$ cat src/rtl/itoa_pkg.sv
// Shared types, codes and character table for the integer-to-ASCII converter.
package itoa_pkg;

    localparam int QUEUE_DEPTH = 2;

    // Request codes
    localparam logic [1:0] REQ_SDEC  = 2'd0;
    localparam logic [1:0] REQ_UDEC  = 2'd1;
    localparam logic [1:0] REQ_HEX32 = 2'd2;
    localparam logic [1:0] REQ_HEX64 = 2'd3;

    localparam logic [7:0] ASCII_MINUS = 8'h2d;

    localparam logic [7:0] DIGIT_CHARS [16] = '{
        8'h30, 8'h31, 8'h32, 8'h33, 8'h34, 8'h35, 8'h36, 8'h37,
        8'h38, 8'h39, 8'h61, 8'h62, 8'h63, 8'h64, 8'h65, 8'h66
    };

    // Classified job: magnitude plus how to print it
    typedef struct packed {
        logic        dec;
        logic        neg;
        logic [63:0] mag;
    } t_job;

    // Digits ready for output, least significant nibble at the bottom
    typedef struct packed {
        logic        neg;
        logic [3:0]  top;
        logic [63:0] nib;
    } t_digits;

    function automatic logic [7:0] digit_char(input logic [3:0] d);
        return DIGIT_CHARS[d];
    endfunction

endpackage

$ cat src/rtl/itoa_if.sv
// Valid/ready channel interfaces for the converter's input and output.
interface itoa_in_if;
    logic        valid;
    logic        ready;
    logic [1:0]  req_type;
    logic [63:0] value;

    modport source (output valid, output req_type, output value, input ready);
    modport sink   (input valid, input req_type, input value, output ready);
endinterface

interface itoa_out_if;
    logic       valid;
    logic       ready;
    logic [7:0] char_code;
    logic       last_char;

    modport source (output valid, output char_code, output last_char, input ready);
    modport sink   (input valid, input char_code, input last_char, output ready);
endinterface

$ cat src/rtl/itoa_front.sv
// Front end: accepts requests, takes the magnitude and sign, registers the job.
module itoa_front (
    input  logic            i_clk,
    input  logic            i_rst_n,
    itoa_in_if.sink         i_in,
    output logic            o_job_valid,
    input  logic            i_job_ready,
    output itoa_pkg::t_job  o_job
);
    import itoa_pkg::*;

    logic        r_valid;
    t_job        r_job;
    t_job        n_job;
    logic [31:0] lo;

    assign lo = i_in.value[31:0];
    assign i_in.ready = !r_valid || i_job_ready;

    always_comb begin
        n_job.dec = 1'b1;
        n_job.neg = 1'b0;
        n_job.mag = {32'd0, lo};
        case (i_in.req_type)
            REQ_SDEC: begin
                n_job.neg = lo[31];
                if (lo[31]) begin
                    n_job.mag = {32'd0, 32'(~lo + 32'd1)};
                end
            end
            REQ_UDEC: begin
                n_job.dec = 1'b1;
            end
            REQ_HEX32: begin
                n_job.dec = 1'b0;
            end
            REQ_HEX64: begin
                n_job.dec = 1'b0;
                n_job.mag = i_in.value;
            end
            default: begin
                n_job.dec = 1'b1;
            end
        endcase
    end

    always_ff @(posedge i_clk) begin
        if (!i_rst_n) begin
            r_valid <= 1'b0;
        end else if (i_in.ready) begin
            r_valid <= i_in.valid;
        end
    end

    always_ff @(posedge i_clk) begin
        if (i_in.valid && i_in.ready) begin
            r_job <= n_job;
        end
    end

    assign o_job_valid = r_valid;
    assign o_job       = r_job;

endmodule

$ cat src/rtl/itoa_queue.sv
// Short job queue between the front end and the converter.
module itoa_queue #(
    parameter int DEPTH = itoa_pkg::QUEUE_DEPTH
) (
    input  logic            i_clk,
    input  logic            i_rst_n,
    input  logic            i_wr_valid,
    output logic            o_wr_ready,
    input  itoa_pkg::t_job  i_wr_data,
    output logic            o_rd_valid,
    input  logic            i_rd_ready,
    output itoa_pkg::t_job  o_rd_data
);
    import itoa_pkg::*;

    localparam int PTR_W = $clog2(DEPTH);
    localparam int CNT_W = $clog2(DEPTH + 1);

    t_job             r_mem [DEPTH];
    logic [PTR_W-1:0] r_wr_ptr;
    logic [PTR_W-1:0] r_rd_ptr;
    logic [CNT_W-1:0] r_count;
    logic             push;
    logic             pop;

    assign o_wr_ready = (r_count != CNT_W'(DEPTH));
    assign o_rd_valid = (r_count != '0);
    assign push = i_wr_valid && o_wr_ready;
    assign pop  = o_rd_valid && i_rd_ready;
    assign o_rd_data = r_mem[r_rd_ptr];

    always_ff @(posedge i_clk) begin
        if (!i_rst_n) begin
            r_wr_ptr <= '0;
            r_rd_ptr <= '0;
            r_count  <= '0;
        end else begin
            if (push) begin
                r_wr_ptr <= (r_wr_ptr == PTR_W'(DEPTH - 1)) ? '0 : r_wr_ptr + 1'b1;
            end
            if (pop) begin
                r_rd_ptr <= (r_rd_ptr == PTR_W'(DEPTH - 1)) ? '0 : r_rd_ptr + 1'b1;
            end
            if (push && !pop) begin
                r_count <= r_count + 1'b1;
            end else if (pop && !push) begin
                r_count <= r_count - 1'b1;
            end
        end
    end

    always_ff @(posedge i_clk) begin
        if (push) begin
            r_mem[r_wr_ptr] <= i_wr_data;
        end
    end

endmodule

$ cat src/rtl/itoa_conv.sv
// Converter: binary to BCD by shift-and-add-3, four bits a cycle; hex passes.
module itoa_conv (
    input  logic              i_clk,
    input  logic              i_rst_n,
    input  logic              i_job_valid,
    output logic              o_job_ready,
    input  itoa_pkg::t_job    i_job,
    output logic              o_dig_valid,
    input  logic              i_dig_ready,
    output itoa_pkg::t_digits o_dig
);
    import itoa_pkg::*;

    localparam int BCD_DIGITS = 10;
    localparam int BCD_W      = 4 * BCD_DIGITS;

    typedef enum logic [2:0] {
        S_IDLE   = 3'b001,
        S_DABBLE = 3'b010,
        S_HOLD   = 3'b100
    } t_conv_state;

    t_conv_state        r_state;
    t_conv_state        n_state;
    logic [2:0]         r_step;
    logic               r_neg;
    logic [BCD_W+31:0]  r_work;
    logic [63:0]        r_nib;
    logic [BCD_W+31:0]  n_work;
    logic [3:0]         top;

    // One shift-and-add-3 step over the BCD digits and the binary tail
    function automatic logic [BCD_W+31:0] dabble(input logic [BCD_W+31:0] x);
        logic [BCD_W+31:0] y;
        y = x;
        for (int d = 0; d < BCD_DIGITS; d++) begin
            if (y[32 + 4*d +: 4] >= 4'd5) begin
                y[32 + 4*d +: 4] = y[32 + 4*d +: 4] + 4'd3;
            end
        end
        return {y[BCD_W+30:0], 1'b0};
    endfunction

    always_comb begin
        n_work = r_work;
        for (int s = 0; s < 4; s++) begin
            n_work = dabble(n_work);
        end
    end

    always_comb begin
        n_state = r_state;
        case (r_state)
            S_IDLE: begin
                if (i_job_valid) begin
                    n_state = i_job.dec ? S_DABBLE : S_HOLD;
                end
            end
            S_DABBLE: begin
                if (r_step == 3'd7) begin
                    n_state = S_HOLD;
                end
            end
            S_HOLD: begin
                if (i_dig_ready) begin
                    n_state = S_IDLE;
                end
            end
            default: begin
                n_state = S_IDLE;
            end
        endcase
    end

    always_ff @(posedge i_clk) begin
        if (!i_rst_n) begin
            r_state <= S_IDLE;
        end else begin
            r_state <= n_state;
        end
    end

    always_ff @(posedge i_clk) begin
        case (r_state)
            S_IDLE: begin
                r_step <= '0;
                r_neg  <= i_job.neg;
                r_work <= {{BCD_W{1'b0}}, i_job.mag[31:0]};
                r_nib  <= i_job.mag;
            end
            S_DABBLE: begin
                r_step <= r_step + 3'd1;
                r_work <= n_work;
                if (r_step == 3'd7) begin
                    r_nib <= {{(64 - BCD_W){1'b0}}, n_work[BCD_W+31:32]};
                end
            end
            default: begin
                r_step <= r_step;
            end
        endcase
    end

    // Highest nonzero nibble; zero prints as a single digit
    always_comb begin
        top = 4'd0;
        for (int i = 1; i < 16; i++) begin
            if (r_nib[4*i +: 4] != 4'd0) begin
                top = 4'(i);
            end
        end
    end

    assign o_job_ready = (r_state == S_IDLE);
    assign o_dig_valid = (r_state == S_HOLD);
    assign o_dig.neg   = r_neg;
    assign o_dig.top   = top;
    assign o_dig.nib   = r_nib;

endmodule

$ cat src/rtl/itoa_emit.sv
// Output stage: sends the sign, then digits most significant first.
module itoa_emit (
    input  logic              i_clk,
    input  logic              i_rst_n,
    input  logic              i_dig_valid,
    output logic              o_dig_ready,
    input  itoa_pkg::t_digits i_dig,
    itoa_out_if.source        o_out
);
    import itoa_pkg::*;

    logic        r_valid;
    logic        r_neg_pend;
    logic [3:0]  r_idx;
    logic [63:0] r_nib;
    logic        last;
    logic        xfer;

    assign last = !r_neg_pend && (r_idx == 4'd0);
    assign xfer = r_valid && o_out.ready;
    assign o_dig_ready = !r_valid || (xfer && last);

    assign o_out.valid     = r_valid;
    assign o_out.last_char = last;
    assign o_out.char_code = r_neg_pend ? ASCII_MINUS
                                        : digit_char(r_nib[{r_idx, 2'b00} +: 4]);

    always_ff @(posedge i_clk) begin
        if (!i_rst_n) begin
            r_valid <= 1'b0;
        end else if (o_dig_ready) begin
            r_valid <= i_dig_valid;
        end
    end

    always_ff @(posedge i_clk) begin
        if (o_dig_ready && i_dig_valid) begin
            r_neg_pend <= i_dig.neg;
            r_idx      <= i_dig.top;
            r_nib      <= i_dig.nib;
        end else if (xfer) begin
            // drop the sign first, then walk down the digits
            if (r_neg_pend) begin
                r_neg_pend <= 1'b0;
            end else if (r_idx != 4'd0) begin
                r_idx <= r_idx - 4'd1;
            end
        end
    end

endmodule

$ cat src/rtl/integer_to_ascii_converter.sv
// Top level of the integer-to-ASCII converter.
//
// Each input transaction carries a request type and a 64-bit value; the block
// returns the value's text one character per output transaction, most
// significant first, with last_char set on the final one. Modes: signed
// decimal (low 32 bits, leading '-'), unsigned decimal (low 32 bits), hex of
// the low 32 bits, hex of all 64 bits; lowercase, no leading zeros, no NUL.
// Requests are registered and queued, then converted while the previous
// number is still being sent. Decimal conversion runs a load, eight
// shift-and-add-3 steps at four bits each and a handoff; hex runs a load
// and a handoff. Output runs at one character per cycle while o_out.ready
// holds, and a hex text has 1 to 16 characters, so the output stage's
// character rate bounds long hex values.
module integer_to_ascii_converter #(
    parameter int QUEUE_DEPTH = itoa_pkg::QUEUE_DEPTH
) (
    input  logic       i_clk,
    input  logic       i_rst_n,
    itoa_in_if.sink    i_in,
    itoa_out_if.source o_out
);
    import itoa_pkg::*;

    logic    front_valid;
    logic    front_ready;
    t_job    front_job;
    logic    q_valid;
    logic    q_ready;
    t_job    q_job;
    logic    dig_valid;
    logic    dig_ready;
    t_digits dig;

    itoa_front u_front (
        .i_clk       (i_clk),
        .i_rst_n     (i_rst_n),
        .i_in        (i_in),
        .o_job_valid (front_valid),
        .i_job_ready (front_ready),
        .o_job       (front_job)
    );

    itoa_queue #(
        .DEPTH (QUEUE_DEPTH)
    ) u_queue (
        .i_clk      (i_clk),
        .i_rst_n    (i_rst_n),
        .i_wr_valid (front_valid),
        .o_wr_ready (front_ready),
        .i_wr_data  (front_job),
        .o_rd_valid (q_valid),
        .i_rd_ready (q_ready),
        .o_rd_data  (q_job)
    );

    itoa_conv u_conv (
        .i_clk       (i_clk),
        .i_rst_n     (i_rst_n),
        .i_job_valid (q_valid),
        .o_job_ready (q_ready),
        .i_job       (q_job),
        .o_dig_valid (dig_valid),
        .i_dig_ready (dig_ready),
        .o_dig       (dig)
    );

    itoa_emit u_emit (
        .i_clk       (i_clk),
        .i_rst_n     (i_rst_n),
        .i_dig_valid (dig_valid),
        .o_dig_ready (dig_ready),
        .i_dig       (dig),
        .o_out       (o_out)
    );

endmodule
$ cat src/flat_wrapper.sv
// flat-port wrapper written by rule: the top's interface ports become plain ports
module integer_to_ascii_converter_flat import itoa_pkg::*;
#(
    parameter int QUEUE_DEPTH = itoa_pkg::QUEUE_DEPTH
)
  (i_clk, i_rst_n, i_in_valid, i_in_req_type, i_in_value, i_in_ready, o_out_valid, o_out_char_code, o_out_last_char, o_out_ready);
  itoa_in_if i_in_i ();
  itoa_out_if o_out_i ();
  input  logic i_clk;
  input  logic i_rst_n;
  input wire logic [$bits(i_in_i.valid)-1:0] i_in_valid;
  input wire logic [$bits(i_in_i.req_type)-1:0] i_in_req_type;
  input wire logic [$bits(i_in_i.value)-1:0] i_in_value;
  output wire logic [$bits(i_in_i.ready)-1:0] i_in_ready;
  output wire logic [$bits(o_out_i.valid)-1:0] o_out_valid;
  output wire logic [$bits(o_out_i.char_code)-1:0] o_out_char_code;
  output wire logic [$bits(o_out_i.last_char)-1:0] o_out_last_char;
  input wire logic [$bits(o_out_i.ready)-1:0] o_out_ready;
  assign i_in_i.valid = i_in_valid;
  assign i_in_i.req_type = i_in_req_type;
  assign i_in_i.value = i_in_value;
  assign i_in_ready = i_in_i.ready;
  assign o_out_valid = o_out_i.valid;
  assign o_out_char_code = o_out_i.char_code;
  assign o_out_last_char = o_out_i.last_char;
  assign o_out_i.ready = o_out_ready;
  integer_to_ascii_converter #(.QUEUE_DEPTH(QUEUE_DEPTH)) u_core (.i_clk(i_clk), .i_rst_n(i_rst_n), .i_in(i_in_i), .o_out(o_out_i));
endmodule
$ cat config.mk
export PLATFORM = sky130hd
export DESIGN_NAME = integer_to_ascii_converter_flat
export DESIGN_NICKNAME = d
export VERILOG_FILES = /design/src/rtl/itoa_pkg.sv /design/src/rtl/itoa_if.sv /design/src/rtl/itoa_front.sv /design/src/rtl/itoa_queue.sv /design/src/rtl/itoa_conv.sv /design/src/rtl/itoa_emit.sv /design/src/rtl/integer_to_ascii_converter.sv /design/src/flat_wrapper.sv
export SDC_FILE = /design/constraint.sdc
export NUM_CORES = 1
export LEC_CHECK = 0
export BUFFER_PORTS_ARGS = -buffer_cell sky130_fd_sc_hd__buf_2
export CAP_MARGIN = 10
export CORE_AREA = 2 2 172 241
export CTS_CLUSTER_SIZE = 40
export DETAILED_ROUTE_END_ITERATION = 10
export DIE_AREA = 0 0 174 243
export PLACE_DENSITY = 0.82
export SYNTH_ARGS = -nofsm -noshare
export SYNTH_HDL_FRONTEND = slang
export SYNTH_SLANG_ARGS = --single-unit
$ cat constraint.sdc
create_clock -name i_clk -period 6.4 [get_ports i_clk]
set_input_delay 0.32 -clock i_clk [delete_from_list [all_inputs] [get_ports i_clk]]
set_output_delay 0.32 -clock i_clk [all_outputs]
set_load 0.01 [all_outputs]
==> reports/results.ini <==
[status]
outcome=finished clean

[cells_and_area]
layout.nets=2048
drive_above_1_share_pct=12.1
antenna-diode-count=0
mostFrequentLayoutCell=edfxtp_1
regArea_sq_mm=0.0124
multi_input_area_sq_mm=0.00874
nFillCells=3143
design_area_sq_mm=0.0238
area_growth_pct=9.54
utilization_pct=59.4
final_cell_mix=edfxtp_1 (407), nor2_1 (187), a21oi_1 (126), nand2_1 (126), o21ai_0 (103)

[power]
ir_drop_mv=0.510
swShare_pct=42.8
power_per_cell_area_mw_per_mm2=569
pwr-share-seq_pct=32.6
pwr-share-comb_pct=50.6
clkPwrFrac_pct=16.8
p_switching_mw=5.80
p_int_mw=7.74
p_leak_nw=8.49

[hold_path]
hold_class=in -> reg
min_path_cells=3

[die]
io_pins=81
die_x_um=174
die_h_um=243
start_util_pct=54.3
num_rows=87
die_area_sq_mm=0.0423
coreArea_sq_mm=0.0401

[detailed_routing]
postRouteAntennaNets=0
remaining_drc_errors=0
vias=15600
first_pass_iters=6
wl_per_cell_um=19.0
vias_per_cell=6.24
wirelength_mm=47.5
drt_iter0_drc=1610

[timing]
holdWs_ns=0.0347
rsz0062_at_grt=no
setup_viol=0
finalCritPeriodShare_pct=74.7
tns_ns=0
fmax_mhz=209
fin_crit_ns=4.78
clock_skew_ns=0.0255
worst_slew_pin_slew_ns=1.10
hold_violations=0
drv_slew=0
slew_headroom_pct=26.4

[clocking]
cts-resized-gates=0
clk_latency_ns=0.54
htreeDepth=2
root_buffer=clkbuf_16
cts.clk_slew.worst_paths_ns=0.07
clkSinkCount=417
cts.path.max_buffers=3
cts_setup_buffers=0
cts_buffers=36
tritoncts=yes
hold_buffers=0

[global_route]
grt_pass1_wl_mm=75.7
grt_max_degree=85
grt_pass1_vias=14800
antenna_found_initial=0
grt.overflow.total=0
gr-usage-all-layers_pct=22.0

[setup_path]
start_kind=flop
worstSetupEndpoint=u_core.u_conv.r_nib[8]$_DFFE_PP_
r2r_start=u_core.u_conv.r_work[32]$_SDFFCE_PN0N_
crit_type=reg -> reg
r2r_slack_ns=1.62
crit_start=u_core.u_conv.r_work[32]$_SDFFCE_PN0N_
critPathMaxFanout=16
crit_chain=inv_1, ha_1, nand2b_1, a21oi_1, xnor2_1, o211ai_1, and2_1, ha_1, maj3_1, a221o_1, mux2_2, o21ai_0, xor2_1, a21oi_1
worstPathArrival_ns=5.00
ff2ff_path_depth=14
crit_buf_inv=1
end_kind=flop
crit_path_max_incr_delay_ns=0.87
cp_num_cells=14
critical_path.slowest_cell=xnor2_1
required_ns=6.63
critPathTopFamily=compound AO/OA/AOI/OAI gates
timing.rr.end=u_core.u_conv.r_nib[8]$_DFFE_PP_

[run]
drv_cap=0

[synthesis]
synth-seq-cells=417
syn_nets=2007
synth_edf_count=407
synth_area_leaders=edfxtp_1 (56%), nor2_1 (3.2%), a21oi_1 (2.9%)
synthCells=1894
syn_area_sq_mm=0.0217
yosys_warnings=0
synthDominantCellAreaShare_pct=56.2
netlist-cell-type-count=77
synth_top_area_cell=edfxtp_1
avgSynthCellArea_sq_um=11.5
synthFlopType=edfxtp_1
synth-seq-area-share_pct=57.1
async_flop_share_pct=0

[place]
dp.final_hpwl_mm=32.5
place_congestion=0.869
portBuffers=78
placed_cell_area_sq_mm=0.0226

-- cell usage after synthesis (17+ instances only) --
master and instances:
a211oi_1 47, a21o_1 18, a21oi_1 126, a31oi_1 29, and2_1 63, clkbuf_1 61, edfxtp_1 407, ha_1 43
inv_1 71, mux2_2 18, mux2i_1 63, mux4_2 20, nand2_1 126, nand2b_1 23, nand3_1 37, nor2_1 188
nor2b_1 39, nor3_1 37, o211ai_1 26, o21ai_0 103, o22ai_1 21, o31ai_1 20, or2_2 17, or3_1 17
xnor2_1 21
-- how the worst min path moves through the flow --
stage	start	end
3_3_place_gp	u_core.u_conv.r_nib[0]$_DFFE_PP_	u_core.u_emit.r_nib[0]$_DFFE_PP_
3_5_place_dp	u_core.u_conv.r_nib[0]$_DFFE_PP_	u_core.u_emit.r_nib[0]$_DFFE_PP_
4_1_cts	i_in_valid	u_core.u_front.o_job_valid$_SDFFE_PN0N_
5_1_grt	i_in_valid	u_core.u_front.o_job_valid$_SDFFE_PN0N_
2_1_floorplan	i_rst_n	u_core.u_conv.r_state[0]$_SDFFE_PN1P_
6_report	i_in_valid	u_core.u_front.o_job_valid$_SDFFE_PN0N_
-- worst reg2reg max path, delay by kind of cell (launching register included) --
family                     cells  cell delay (ns)
xor gates and xnor gates       2             1.11
buffers and inverters          1             0.09
AOI/OAI and AO/OA              5             1.35
DFF                            1             0.41
and+or+nand+nor                2             0.42
muxes                          1             0.31
adders and majority gates      3             0.79
-- area by class of cell --
type	count	area share [%]
Clock buffer	44	4.17
Clock inverter	21	1.08
Inverter	71	1.12
Multi-Input combinational cell	1321	36.7
Sequential cell	417	52.2
Tap cell	534	2.81
Timing Repair Buffer	88	1.95
-- state kept, by name, summed over array words and instances, names as in the netlist, named ones only --
| signal | cells |
|---|---|
| u_core.u_emit.o_out.valid | 1 |
| u_core.u_emit.r_neg_pend | 1 |
| u_core.u_emit.r_nib | 64 |
| u_core.u_conv.r_nib | 64 |
| u_core.u_queue.r_count | 2 |
| u_core.u_emit.r_idx | 4 |
| u_core.u_conv.r_state | 3 |
| u_core.u_front.o_job | 66 |
| u_core.u_queue.r_mem | 132 |
| u_core.u_queue.r_rd_ptr | 1 |
| u_core.u_front.o_job_valid | 1 |
| u_core.u_conv.r_neg | 1 |
| u_core.u_conv.r_work | 72 |
| u_core.u_queue.r_wr_ptr | 1 |
| u_core.u_conv.r_step | 3 |
-- per-layer routing --
metal  vias up  GRT usage (%)  share of wire, %
met2       657           39.7                52
met4         0           9.32               3.8
met5         -              0                 0
met3       108           2.40               5.3
met1      7521           26.8                39
li1       7299              -                 -
-- power by group through the flow --
stage / Combinational [mW] / Clock [mW] / Sequential [mW]
global route: 7.55 / 2.39 / 4.48
detailed placement: 6.68 / 0 / 4.44
finish: 6.86 / 2.27 / 4.41
global placement: 6.35 / 0 / 4.40
CTS: 6.75 / 2.30 / 4.40
floorplan: 5.29 / 0 / 4.18
-- stage by stage --
step,total power [mW],setup slack (ns),instances
3_3_place_gp,10.7,1.97,2431
2_1_floorplan,9.47,2.46,1894
5_1_grt,14.4,1.14,2496
6_report,13.5,1.62,2496
3_5_place_dp,11.1,1.75,2431
4_1_cts,13.5,1.65,2496
-- kinds of logic (layout without fill, tap and decap cells) --
kind of cell | count (synthesis) | in the layout | synth area share [%]
other | 2 | 2 | 0.0345
muxes | 101 | 101 | 5.91
xor gates and xnor gates | 32 | 32 | 1.46
and+or+nand+nor | 610 | 610 | 13.8
adders and majority gates | 52 | 52 | 2.89
DFF | 417 | 417 | 57.1
buffers and inverters | 156 | 224 | 2.77
AOI/OAI and AO/OA | 524 | 524 | 15.9
Power figures use the tool's default switching activity.
